--- src/sv/necir_pkg.sv ---
`timescale 1ns / 1ps

package necir_pkg;

    // decoder phases; codes 6 and 7 are unused and fall back to idle
    typedef enum logic [2:0] {
        PH_IDLE   = 3'd0,
        PH_MARK   = 3'd1,
        PH_SPACE  = 3'd2,
        PH_HIGH   = 3'd3,
        PH_LOW    = 3'd4,
        PH_REPEAT = 3'd5
    } t_phase;

    // configuration register indexes
    localparam logic [1:0] CFG_MARK_MIN  = 2'd0;
    localparam logic [1:0] CFG_SPACE_MIN = 2'd1;
    localparam logic [1:0] CFG_BIT_MIN   = 2'd2;
    localparam logic [1:0] CFG_BIT_MAX   = 2'd3;

    localparam int CFG_DATA_W = 12;

    // reset values of the limits
    localparam logic [11:0] MARK_MIN_RST  = 12'd787;
    localparam logic [10:0] SPACE_MIN_RST = 11'd219;
    localparam logic [6:0]  BIT_MIN_RST   = 7'd56;
    localparam logic [6:0]  BIT_MAX_RST   = 7'd84;

    // long gap marker in the interval
    localparam int GAP_BIT = 11;

    typedef struct packed {
        logic [11:0] mark_min;
        logic [10:0] space_min;
        logic [6:0]  bit_min;
        logic [6:0]  bit_max;
    } t_cfg;

    typedef struct packed {
        logic        frame_done;
        logic [31:0] frame_data;
        logic        repeat_seen;
        logic        timing_error;
    } t_result;

endpackage

--- src/sv/necir_step.sv ---
`timescale 1ns / 1ps

module necir_step #(
    parameter int FRAME_BITS = 32,
    parameter int CNT_W      = 6
) (
    input  necir_pkg::t_cfg    i_cfg,
    input  necir_pkg::t_phase  i_phase,
    input  logic [15:0]        i_last_time,
    input  logic [CNT_W-1:0]   i_bits,
    input  logic [31:0]        i_shift,
    input  logic [15:0]        i_edge_time,
    input  logic               i_line_active,
    output necir_pkg::t_phase  o_phase,
    output logic [CNT_W-1:0]   o_bits,
    output logic [31:0]        o_shift,
    output necir_pkg::t_result o_result
);
    import necir_pkg::*;

    logic [15:0] interval;
    logic [7:0]  lo8;
    t_phase      eff_phase;
    t_phase      phase_nx;
    logic [CNT_W-1:0] bits_nx;
    logic [31:0] shift_nx;
    logic        err;
    logic        rep;
    logic        done;
    logic        pulse_bad;
    logic [8:0]  bit_min3;
    logic [8:0]  bit_max3;
    logic [11:0] space_min2;

    // interval since the previous edge, wrapping with the timer
    assign interval   = i_edge_time - i_last_time;
    assign lo8        = interval[7:0];
    assign eff_phase  = interval[GAP_BIT] ? PH_IDLE : i_phase;

    // scaled limits
    assign bit_min3   = ({2'b00, i_cfg.bit_min} << 1) + {2'b00, i_cfg.bit_min};
    assign bit_max3   = ({2'b00, i_cfg.bit_max} << 1) + {2'b00, i_cfg.bit_max};
    assign space_min2 = {i_cfg.space_min, 1'b0};
    assign pulse_bad  = ({1'b0, lo8} < {2'b00, i_cfg.bit_min})
                     || ({1'b0, lo8} > {2'b00, i_cfg.bit_max});

    // phase walk for one edge
    always_comb begin
        phase_nx = PH_IDLE;
        bits_nx  = i_bits;
        shift_nx = i_shift;
        err      = 1'b0;
        rep      = 1'b0;
        unique case (eff_phase)
            PH_MARK: begin
                err      = interval < {4'b0000, i_cfg.mark_min};
                phase_nx = PH_SPACE;
            end
            PH_SPACE: begin
                err      = interval < {5'b00000, i_cfg.space_min};
                phase_nx = (interval < {4'b0000, space_min2}) ? PH_REPEAT : PH_HIGH;
            end
            PH_HIGH: begin
                err      = pulse_bad;
                phase_nx = PH_LOW;
            end
            PH_LOW: begin
                err      = ({1'b0, lo8} < {2'b00, i_cfg.bit_min})
                        || ({1'b0, lo8} > bit_max3);
                shift_nx = {({1'b0, lo8} >= bit_min3), i_shift[31:1]};
                bits_nx  = i_bits + CNT_W'(1);
                phase_nx = PH_HIGH;
            end
            PH_REPEAT: begin
                err      = pulse_bad;
                rep      = !pulse_bad;
                phase_nx = PH_IDLE;
            end
            default: begin
                phase_nx = i_line_active ? PH_MARK : PH_IDLE;
                bits_nx  = '0;
                shift_nx = '0;
            end
        endcase

        // an error drops the frame in progress
        if (err) begin
            phase_nx = PH_IDLE;
            bits_nx  = '0;
        end

        // frame complete
        done = (bits_nx == CNT_W'(FRAME_BITS));
        if (done) begin
            phase_nx = PH_IDLE;
            bits_nx  = '0;
        end
    end

    assign o_phase                 = phase_nx;
    assign o_bits                  = bits_nx;
    assign o_shift                 = shift_nx;
    assign o_result.frame_done     = done;
    assign o_result.frame_data     = done ? shift_nx : 32'd0;
    assign o_result.repeat_seen    = rep;
    assign o_result.timing_error   = err;

endmodule

--- src/sv/nec_ir_frame_decoder_core.sv ---
`timescale 1ns / 1ps

// ch  | dir | valid / ready             | word fields
// ----+-----+---------------------------+-------------------------------------------------
// in  | in  | i_in_valid / o_in_ready   | edge_time, line_active
// out | out | o_out_valid / i_out_ready | frame_done, frame_data, repeat_seen, timing_error
// cfg | in  | i_cfg_valid / o_cfg_ready | cfg_index, cfg_data
//
// one edge word per cycle sustained while the output is not stalled; a word is
// decoded from the input register and its result word is written into the result register
// the decoder state updates as a word moves from input register to result register
// a stalled output holds both registers full; the input takes a word whenever
// the input register is empty or moves on in the same cycle
// synchronous active-low reset clears state and valid flags and loads the reset limits

module nec_ir_frame_decoder_core #(
    parameter int FRAME_BITS = 32
) (
    input  logic        i_clk,
    input  logic        i_rst_n,
    input  logic        i_in_valid,
    output logic        o_in_ready,
    input  logic [15:0] i_edge_time,
    input  logic        i_line_active,
    output logic        o_out_valid,
    input  logic        i_out_ready,
    output logic        o_frame_done,
    output logic [31:0] o_frame_data,
    output logic        o_repeat_seen,
    output logic        o_timing_error,
    input  logic        i_cfg_valid,
    output logic        o_cfg_ready,
    input  logic [1:0]  i_cfg_index,
    input  logic [necir_pkg::CFG_DATA_W-1:0] i_cfg_data
);
    import necir_pkg::*;

    localparam int CNT_W = $clog2(FRAME_BITS + 1);

    t_cfg       r_cfg;
    t_phase     r_phase;
    logic [15:0] r_last_time;
    logic [CNT_W-1:0] r_bits;
    logic [31:0] r_shift;

    logic        r_in_valid;
    logic [15:0] r_edge_time;
    logic        r_line_active;

    logic        r_out_valid;
    t_result     r_result;

    t_phase      n_phase;
    logic [CNT_W-1:0] n_bits;
    logic [31:0] n_shift;
    t_result     n_result;
    logic        advance;

    // configuration writes are always taken
    assign o_cfg_ready = 1'b1;

    always_ff @(posedge i_clk) begin
        if (!i_rst_n) begin
            r_cfg.mark_min  <= MARK_MIN_RST;
            r_cfg.space_min <= SPACE_MIN_RST;
            r_cfg.bit_min   <= BIT_MIN_RST;
            r_cfg.bit_max   <= BIT_MAX_RST;
        end else if (i_cfg_valid) begin
            unique case (i_cfg_index)
                CFG_MARK_MIN:  r_cfg.mark_min  <= i_cfg_data;
                CFG_SPACE_MIN: r_cfg.space_min <= i_cfg_data[10:0];
                CFG_BIT_MIN:   r_cfg.bit_min   <= i_cfg_data[6:0];
                CFG_BIT_MAX:   r_cfg.bit_max   <= i_cfg_data[6:0];
                default: ;
            endcase
        end
    end

    // two-stage flow control
    assign advance    = r_in_valid && (!r_out_valid || i_out_ready);
    assign o_in_ready = !r_in_valid || advance;

    // input register
    always_ff @(posedge i_clk) begin
        if (!i_rst_n) begin
            r_in_valid <= 1'b0;
        end else if (o_in_ready) begin
            r_in_valid <= i_in_valid;
        end
    end

    always_ff @(posedge i_clk) begin
        if (o_in_ready && i_in_valid) begin
            r_edge_time   <= i_edge_time;
            r_line_active <= i_line_active;
        end
    end

    // per-edge decision
    necir_step #(
        .FRAME_BITS (FRAME_BITS),
        .CNT_W      (CNT_W)
    ) u_step (
        .i_cfg         (r_cfg),
        .i_phase       (r_phase),
        .i_last_time   (r_last_time),
        .i_bits        (r_bits),
        .i_shift       (r_shift),
        .i_edge_time   (r_edge_time),
        .i_line_active (r_line_active),
        .o_phase       (n_phase),
        .o_bits        (n_bits),
        .o_shift       (n_shift),
        .o_result      (n_result)
    );

    // decoder state
    always_ff @(posedge i_clk) begin
        if (!i_rst_n) begin
            r_phase     <= PH_IDLE;
            r_last_time <= '0;
            r_bits      <= '0;
            r_shift     <= '0;
        end else if (advance) begin
            r_phase     <= n_phase;
            r_last_time <= r_edge_time;
            r_bits      <= n_bits;
            r_shift     <= n_shift;
        end
    end

    // result register
    always_ff @(posedge i_clk) begin
        if (!i_rst_n) begin
            r_out_valid <= 1'b0;
        end else if (advance) begin
            r_out_valid <= 1'b1;
        end else if (i_out_ready) begin
            r_out_valid <= 1'b0;
        end
    end

    always_ff @(posedge i_clk) begin
        if (advance) begin
            r_result <= n_result;
        end
    end

    assign o_out_valid    = r_out_valid;
    assign o_frame_done   = r_result.frame_done;
    assign o_frame_data   = r_result.frame_data;
    assign o_repeat_seen  = r_result.repeat_seen;
    assign o_timing_error = r_result.timing_error;

    // checks
    a_done_no_err: assert property (@(posedge i_clk) disable iff (!i_rst_n)
        r_out_valid |-> !(r_result.frame_done && r_result.timing_error))
        else $error("frame reported together with timing error");

    a_rep_no_err: assert property (@(posedge i_clk) disable iff (!i_rst_n)
        r_out_valid |-> !(r_result.repeat_seen && r_result.timing_error))
        else $error("repeat reported together with timing error");

    a_data_zero: assert property (@(posedge i_clk) disable iff (!i_rst_n)
        (r_out_valid && !r_result.frame_done) |-> (r_result.frame_data == 32'd0))
        else $error("frame data without frame");

    a_bits_range: assert property (@(posedge i_clk) disable iff (!i_rst_n)
        r_bits < CNT_W'(FRAME_BITS))
        else $error("bit count reached frame length in state");

    a_adv_out: assert property (@(posedge i_clk) disable iff (!i_rst_n)
        advance |=> r_out_valid)
        else $error("decoded word lost");

endmodule

--- config.mk ---
export PLATFORM = sky130hd
export DESIGN_NAME = nec_ir_frame_decoder_core
export DESIGN_NICKNAME = d
export VERILOG_FILES = /design/src/sv/necir_pkg.sv /design/src/sv/necir_step.sv /design/src/sv/nec_ir_frame_decoder_core.sv
export SDC_FILE = /design/constraint.sdc
export NUM_CORES = 1
export LEC_CHECK = 0
export BUFFER_PORTS_ARGS = -buffer_cell sky130_fd_sc_hd__buf_2
export CORE_MARGIN = 2
export CORE_UTILIZATION = 55
export CTS_CLUSTER_SIZE = 28
export DETAILED_ROUTE_END_ITERATION = 8
export GPL_TIMING_DRIVEN = 0
export HOLD_SLACK_MARGIN = 0.03
export PLACE_DENSITY = 0.74
export RECOVER_POWER = 50
export SKIP_CTS_REPAIR_TIMING = 1
export SYNTH_ARGS = -nofsm -noshare
export SYNTH_HDL_FRONTEND = slang
export SYNTH_SLANG_ARGS = --single-unit
--- constraint.sdc ---
create_clock -name i_clk -period 6.06 [get_ports i_clk]
set_clock_uncertainty 0.15 [all_clocks]
set_input_delay 1.212 -clock i_clk [delete_from_list [all_inputs] [get_ports i_clk]]
set_output_delay 1.212 -clock i_clk [all_outputs]
set_load 0.03 [all_outputs]
==> After elaboration in Yosys (flattened, before gate mapping) <==
Cells that the tools add are included.
{ "word_totals": {"ff_bits": 148, "output_inout_bits": 38, "word_cells": 66} }
{ "classes": {"n_addsub": 4, "order_cmp": 7, "eq_ne": 9, "muxes": 13, "n_reduce_logical": 17} }
{ "op_table": {"columns": ["operator", "count"], "rows": [
  ["case mux 32 bit (2 select lines)", 1],
  ["less-than comparator 16 x 12 -> 1 bit", 2],
  ["adder 8 x 7 -> 9 bit", 2],
  ["less-than comparator 16 x 11 -> 1 bit", 1],
  ["subtractor 16 bit", 1],
  ["case mux 3 bit (5 select lines)", 1],
  ["2-to-1 mux 3 bit", 4],
  ["2-to-1 mux 6 bit", 2],
  ["case mux 6 bit (2 select lines)", 1],
  ["greater-or-equal comparator 8 x 9 -> 1 bit", 1],
  ["greater-than comparator 8 x 9 -> 1 bit", 1],
  ["greater-than comparator 8 x 7 -> 1 bit", 1],
  ["less-than comparator 8 x 7 -> 1 bit", 1],
  ["AND reduction 2 bit", 4],
  ["adder 6 x 1 -> 6 bit (second input constant)", 1],
  ["equality test 3 x 2 -> 1 bit (second input constant)", 2],
  ["equality test 3 bit (second input constant)", 2],
  ["equality test 6 bit (second input constant)", 1],
  ["equality test 2 bit (second input constant)", 2],
  ["logical OR 1 bit", 4],
  ["case mux 1 bit (4 select lines)", 1],
  ["OR reduction 4 bit", 1],
  ["equality test 3 x 1 -> 1 bit (second input constant)", 1],
  ["logical NOT 1 bit", 3],
  ["6 further kinds", 9]
]} }

==> Logic depth before layout (Yosys ltp) <==
{ "logic_depth": {"word_depth": 8, "mapped_depth": 20, "ltp_nobuf": 19} }

==> Cells and area by module <==
Synthesis repeated with hierarchy kept, for this count alone.
{ "unflattened": {"hier_cells": 986, "area_unflattened_um2": 9120.0} }
{ "modules_own_cells": {"columns": ["module", "instances", "cells_per_inst", "area_per_inst_um2", "seq_area_each_um2"], "rows": [
  ["nec_ir_frame_decoder_core", 1, 448, 5273.8, 3483.3],
  ["necir_step", 1, 538, 3846.2, 0.0]
]} }

==> Worst setup path after synthesis <==
No wires, ideal clock.
{ "synth_path": {"path_kind": "flip-flop to flip-flop", "start": "register r_edge_time[0]", "end": "register r_result (netlist bit o_frame_data[31]), data pin", "setup_ns": 0.259, "arrival_ns": 3.477, "t_required_ns": 5.651, "slack_ns": 2.174, "path_stages_with_launch": 21, "path_buffers": 1, "path_cell_list": "edfxtp_1 > inv_1 > ha_1 > inv_1 > fa_1 > a211oi_1 > o21bai_1 > a21oi_1 > o21bai_1 > a21oi_1 > xnor2_1 > ha_1 > a21o_1 > a2111oi_0 > o21ai_0 > a22oi_1 > and4bb_1 > a211oi_2 > nand4_2 > buf_4 > nor2_1"} }
{ "synth_via": {"elab_chain_cells": 7, "elab_cells_between_ends": 22, "classes_between": "1 x add/sub; 6 x order compare; 6 x eq/ne; 5 x mux; 4 x reduce/logical"} }
{ "synth_rtl": {"columns": ["element", "line_no", "text"], "rows": [
  ["start, declared", "nec_ir_frame_decoder_core.sv:47", "logic [15:0] r_edge_time;"],
  ["start signal, assigned", "nec_ir_frame_decoder_core.sv:94", "r_edge_time <= i_edge_time;"],
  ["subtractor 16 bit (*)", "necir_step.sv:36", "assign interval = i_edge_time - i_last_time;"],
  ["branches (longest 6 deep; another with less-than comparator 16 x 11 -> 1 bit)", null, null],
  ["end signal, assigned", "nec_ir_frame_decoder_core.sv:145", "r_result <= n_result;"],
  ["end, declared", "nec_ir_frame_decoder_core.sv:51", "t_result r_result;"]
]} }
Mark *: on every way between the ends.
A chain may end at the register's enable or synchronous reset.

==> Worst setup path after layout <==
{ "layout_path": {"start": "register r_edge_time[6]", "end": "register r_result (netlist bit o_frame_data[16]), data pin"} }
The elaborated chain is that of the path after synthesis.

==> flow_summary.yaml <==
outcome:
  outcome: "finished with violations"
  violations: "max-capacitance violations, max-slew violations"
grt:
  track_usage_pct: 24.15
  grt_pass1_vias: 6667
  grt_max_degree: 29
  grt_pass1_wl_mm: 31.82
  antenna_found_initial: 0
  grt_remaining_overflow: 0
clocking:
  insertion_delay_ns: 0.43
  tritoncts: "done"
  clkTransAtPathRegs_ns: 0.06
  clockRootBuffer: "clkbuf_16"
  cts_buffers: 17
  htree_levels: 4
  numClockSinks: 148
  cts_max_path_buffers: 2
route:
  drc: 0
  firstDrtPassIters: 5
  wl_per_cell_microns: 15.41
  vias: 6974
  wl_mm: 18.82
  drt_iter0_drc: 392
  via_per_inst: 5.712
  antenna_left: 0
floorplan:
  start_util_pct: 56.25
  die_x_microns: 128.7
  die_area_sq_um: 16560
  io_pins: 74
  core_sq_um: 15200
  die_height_microns: 128.7
  num_rows: 45
yosys:
  synth_cells: 930
  ys.flop_type: "dfxtp_1"
  synth_top_family_by_area: "compound AO/OA/AOI/OAI gates"
  seq_area_frac_synth_pct: 40.74
  muxShareOfSynthArea_pct: 0.1317
  ys_ff_latch: 148
  synth-xor-area-share_pct: 2.458
  yosys.area_share.adder_pct: 13.87
  yosys-top-cells-area: "dfxtp_1 22%, edfxtp_1 18%, ha_1 13%, a22oi_1 5.7%, nand2_1 5.0%"
  yosys.area_share.simple_pct: 16.04
  syn_avg_cell_area_sq_um: 9.194
  synth_nets: 1059
  synth.distinct_cells: 62
  synthesis.area_sq_um: 8551
  yosysTopAreaCell: "dfxtp_1"
  async_flop_share_pct: 0
  synth_compound_area_share_pct: 21.60
  synth_top_area_share_pct: 22.48
  synth_warnings: 0
  synth_edf_count: 52
sta:
  hold_viol: 0
  grt_setup_unrepaired: "no"
  slew_viol_final: 29
  setup_tns_ns: 0
  tightest_slew_ns: 1.599
  slew_headroom_pct: -6.595
  final-setup-viol-count: 0
  hold_slack_ns: 0.3165
  period_share_pct: 75.12
  clock.fmax_ghz: 0.2197
  fin_crit_ns: 4.552
final_layout:
  final_cell_mix: "115 x nand2_1, 96 x dfxtp_1, 90 x ha_1"
  antenna_cells: 0
  nets: 1149
  stdcell_area_sq_um: 9684
  final_util_pct: 63.70
  area_delta_synth_final_pct: 13.26
  drive_gt1_share_pct: 8.228
  final_common_cell: "nand2_1"
place:
  placed_area_sq_um: 9158
  dpl.hpwl_mm: 13.61
  io_buffers: 70
  place_congestion: 0.9065
worst_setup_path:
  critPathKind: "reg2reg"
  endpoint_kind: "register"
  cp.arrival_ns: 4.69
  crit_fanout: 10
  critPathLaunchType: "register"
  cp.required_ns: 6.19
flow_run:
  cap_violations: 1
pwr:
  leakagePower_nw: 3.700
  power.density_nw_per_um2: 271.3
  irDropWorstVdd_mv: 0.1989
  p_total_mw: 2.627
worst_hold_path:
  hold_path.class: "reg2reg"
==> Yosys cell counts, types with 5 or more instances <==
cell type    n
nand2_1    115
dfxtp_1     96
ha_1        90
nor2_1      67
inv_1       66
a22oi_1     65
edfxtp_1    52
nor2b_1     41
a21boi_0    38
a21oi_1     35
clkbuf_1    32
o21ai_0     26
xnor2_1     18
nand3_1     16
o211ai_1    16
o21a_1      16
a21o_1      15
nor3_1      11
nand2b_1    10
nand4_1      8
buf_4        7
a211oi_1     6
xor2_1       6
and3_1       5
==> stage by stage <==
step                std cells  setup slack [ns]
global placement         1188             1.546
finish                   1221             1.508
global route             1221             1.027
floorplan                 930             2.174
detailed placement       1189             1.442
CTS                      1221             1.440
==> kinds of logic (layout without fill, tap and decap cells) <==
| family | after synthesis | count (layout) |
|---|---|---|
| AND/OR/NAND/NOR | 293 | 293 |
| AO/OA/AOI/OAI | 261 | 261 |
| flip-flops | 148 | 148 |
| buffers and inverters | 109 | 212 |
| adder cells (fa/ha/maj) | 93 | 93 |
| XOR/XNOR | 24 | 24 |
| other | 1 | 1 |
| multiplexers | 1 | 1 |
==> final cells by class <==
cell class,instances,area [sq um]
flip-flops and latches,148,3483
clock inverters,14,150.1
repair buffers,71,309.0
multi-input cells,673,4629
fillers,1316,5518
plain buffers,43,190.2
inverters,66,247.7
well taps,188,235.2
clock buffers,18,439.2
==> per-layer routing <==
layer | vias to the layer above | track usage (%) | wire length, microns
met5 | - | 0 | 0
met4 | 0 | 7.609 | 269
met3 | 23 | 3.784 | 1003
met2 | 180 | 39.25 | 8671
met1 | 3257 | 33.30 | 8872
li1 | 3514 | - | -
==> worst max-delay path, stage by stage (launching register included) <==
cell and delay (ns):
edfxtp_1 0.41, ha_1 0.35, a21oi_1 0.27, nand2_1 0.08, o21a_1 0.28, or3_1 0.44, nand2_1 0.20, inv_1 0.22
ha_1 0.35, nand4_1 0.10, a21oi_1 0.12, a21o_1 0.14, a22oi_1 0.06, and4bb_1 0.25, a211oi_2 0.30, nand4_2 0.29
buf_4 0.27, nor2_1 0.12
==> final timing paths <==
check | start | slack [ns] | cells after the start | end
worst max register to register | r_edge_time[6] | 1.51 | 17 | o_frame_data[16]
worst min-delay path | r_last_time[8] | 0.32 | 2 | r_last_time[8]
worst max-delay path | r_edge_time[6] | 1.51 | 17 | o_frame_data[16]
worst min register to register | r_last_time[8] | 0.32 | 2 | r_last_time[8]
==> report_power, final <==
group	leakage [nW]	switching (mW)	internal (mW)
Sequential	1.25	0.0181	1.06
Clock	0.284	0.435	0.622
Combinational	2.16	0.297	0.192
Total	3.70	0.750	1.88
==> flip-flops by register name, summed over array words and instances, names as in the netlist, 3 cells and up <==
name and flops:
r_phase 3, r_edge_time 16, r_last_time 16, r_cfg 37, r_shift 32, r_bits 6, o_frame_data 32
No activity file was read; power rests on OpenSTA's default activity.
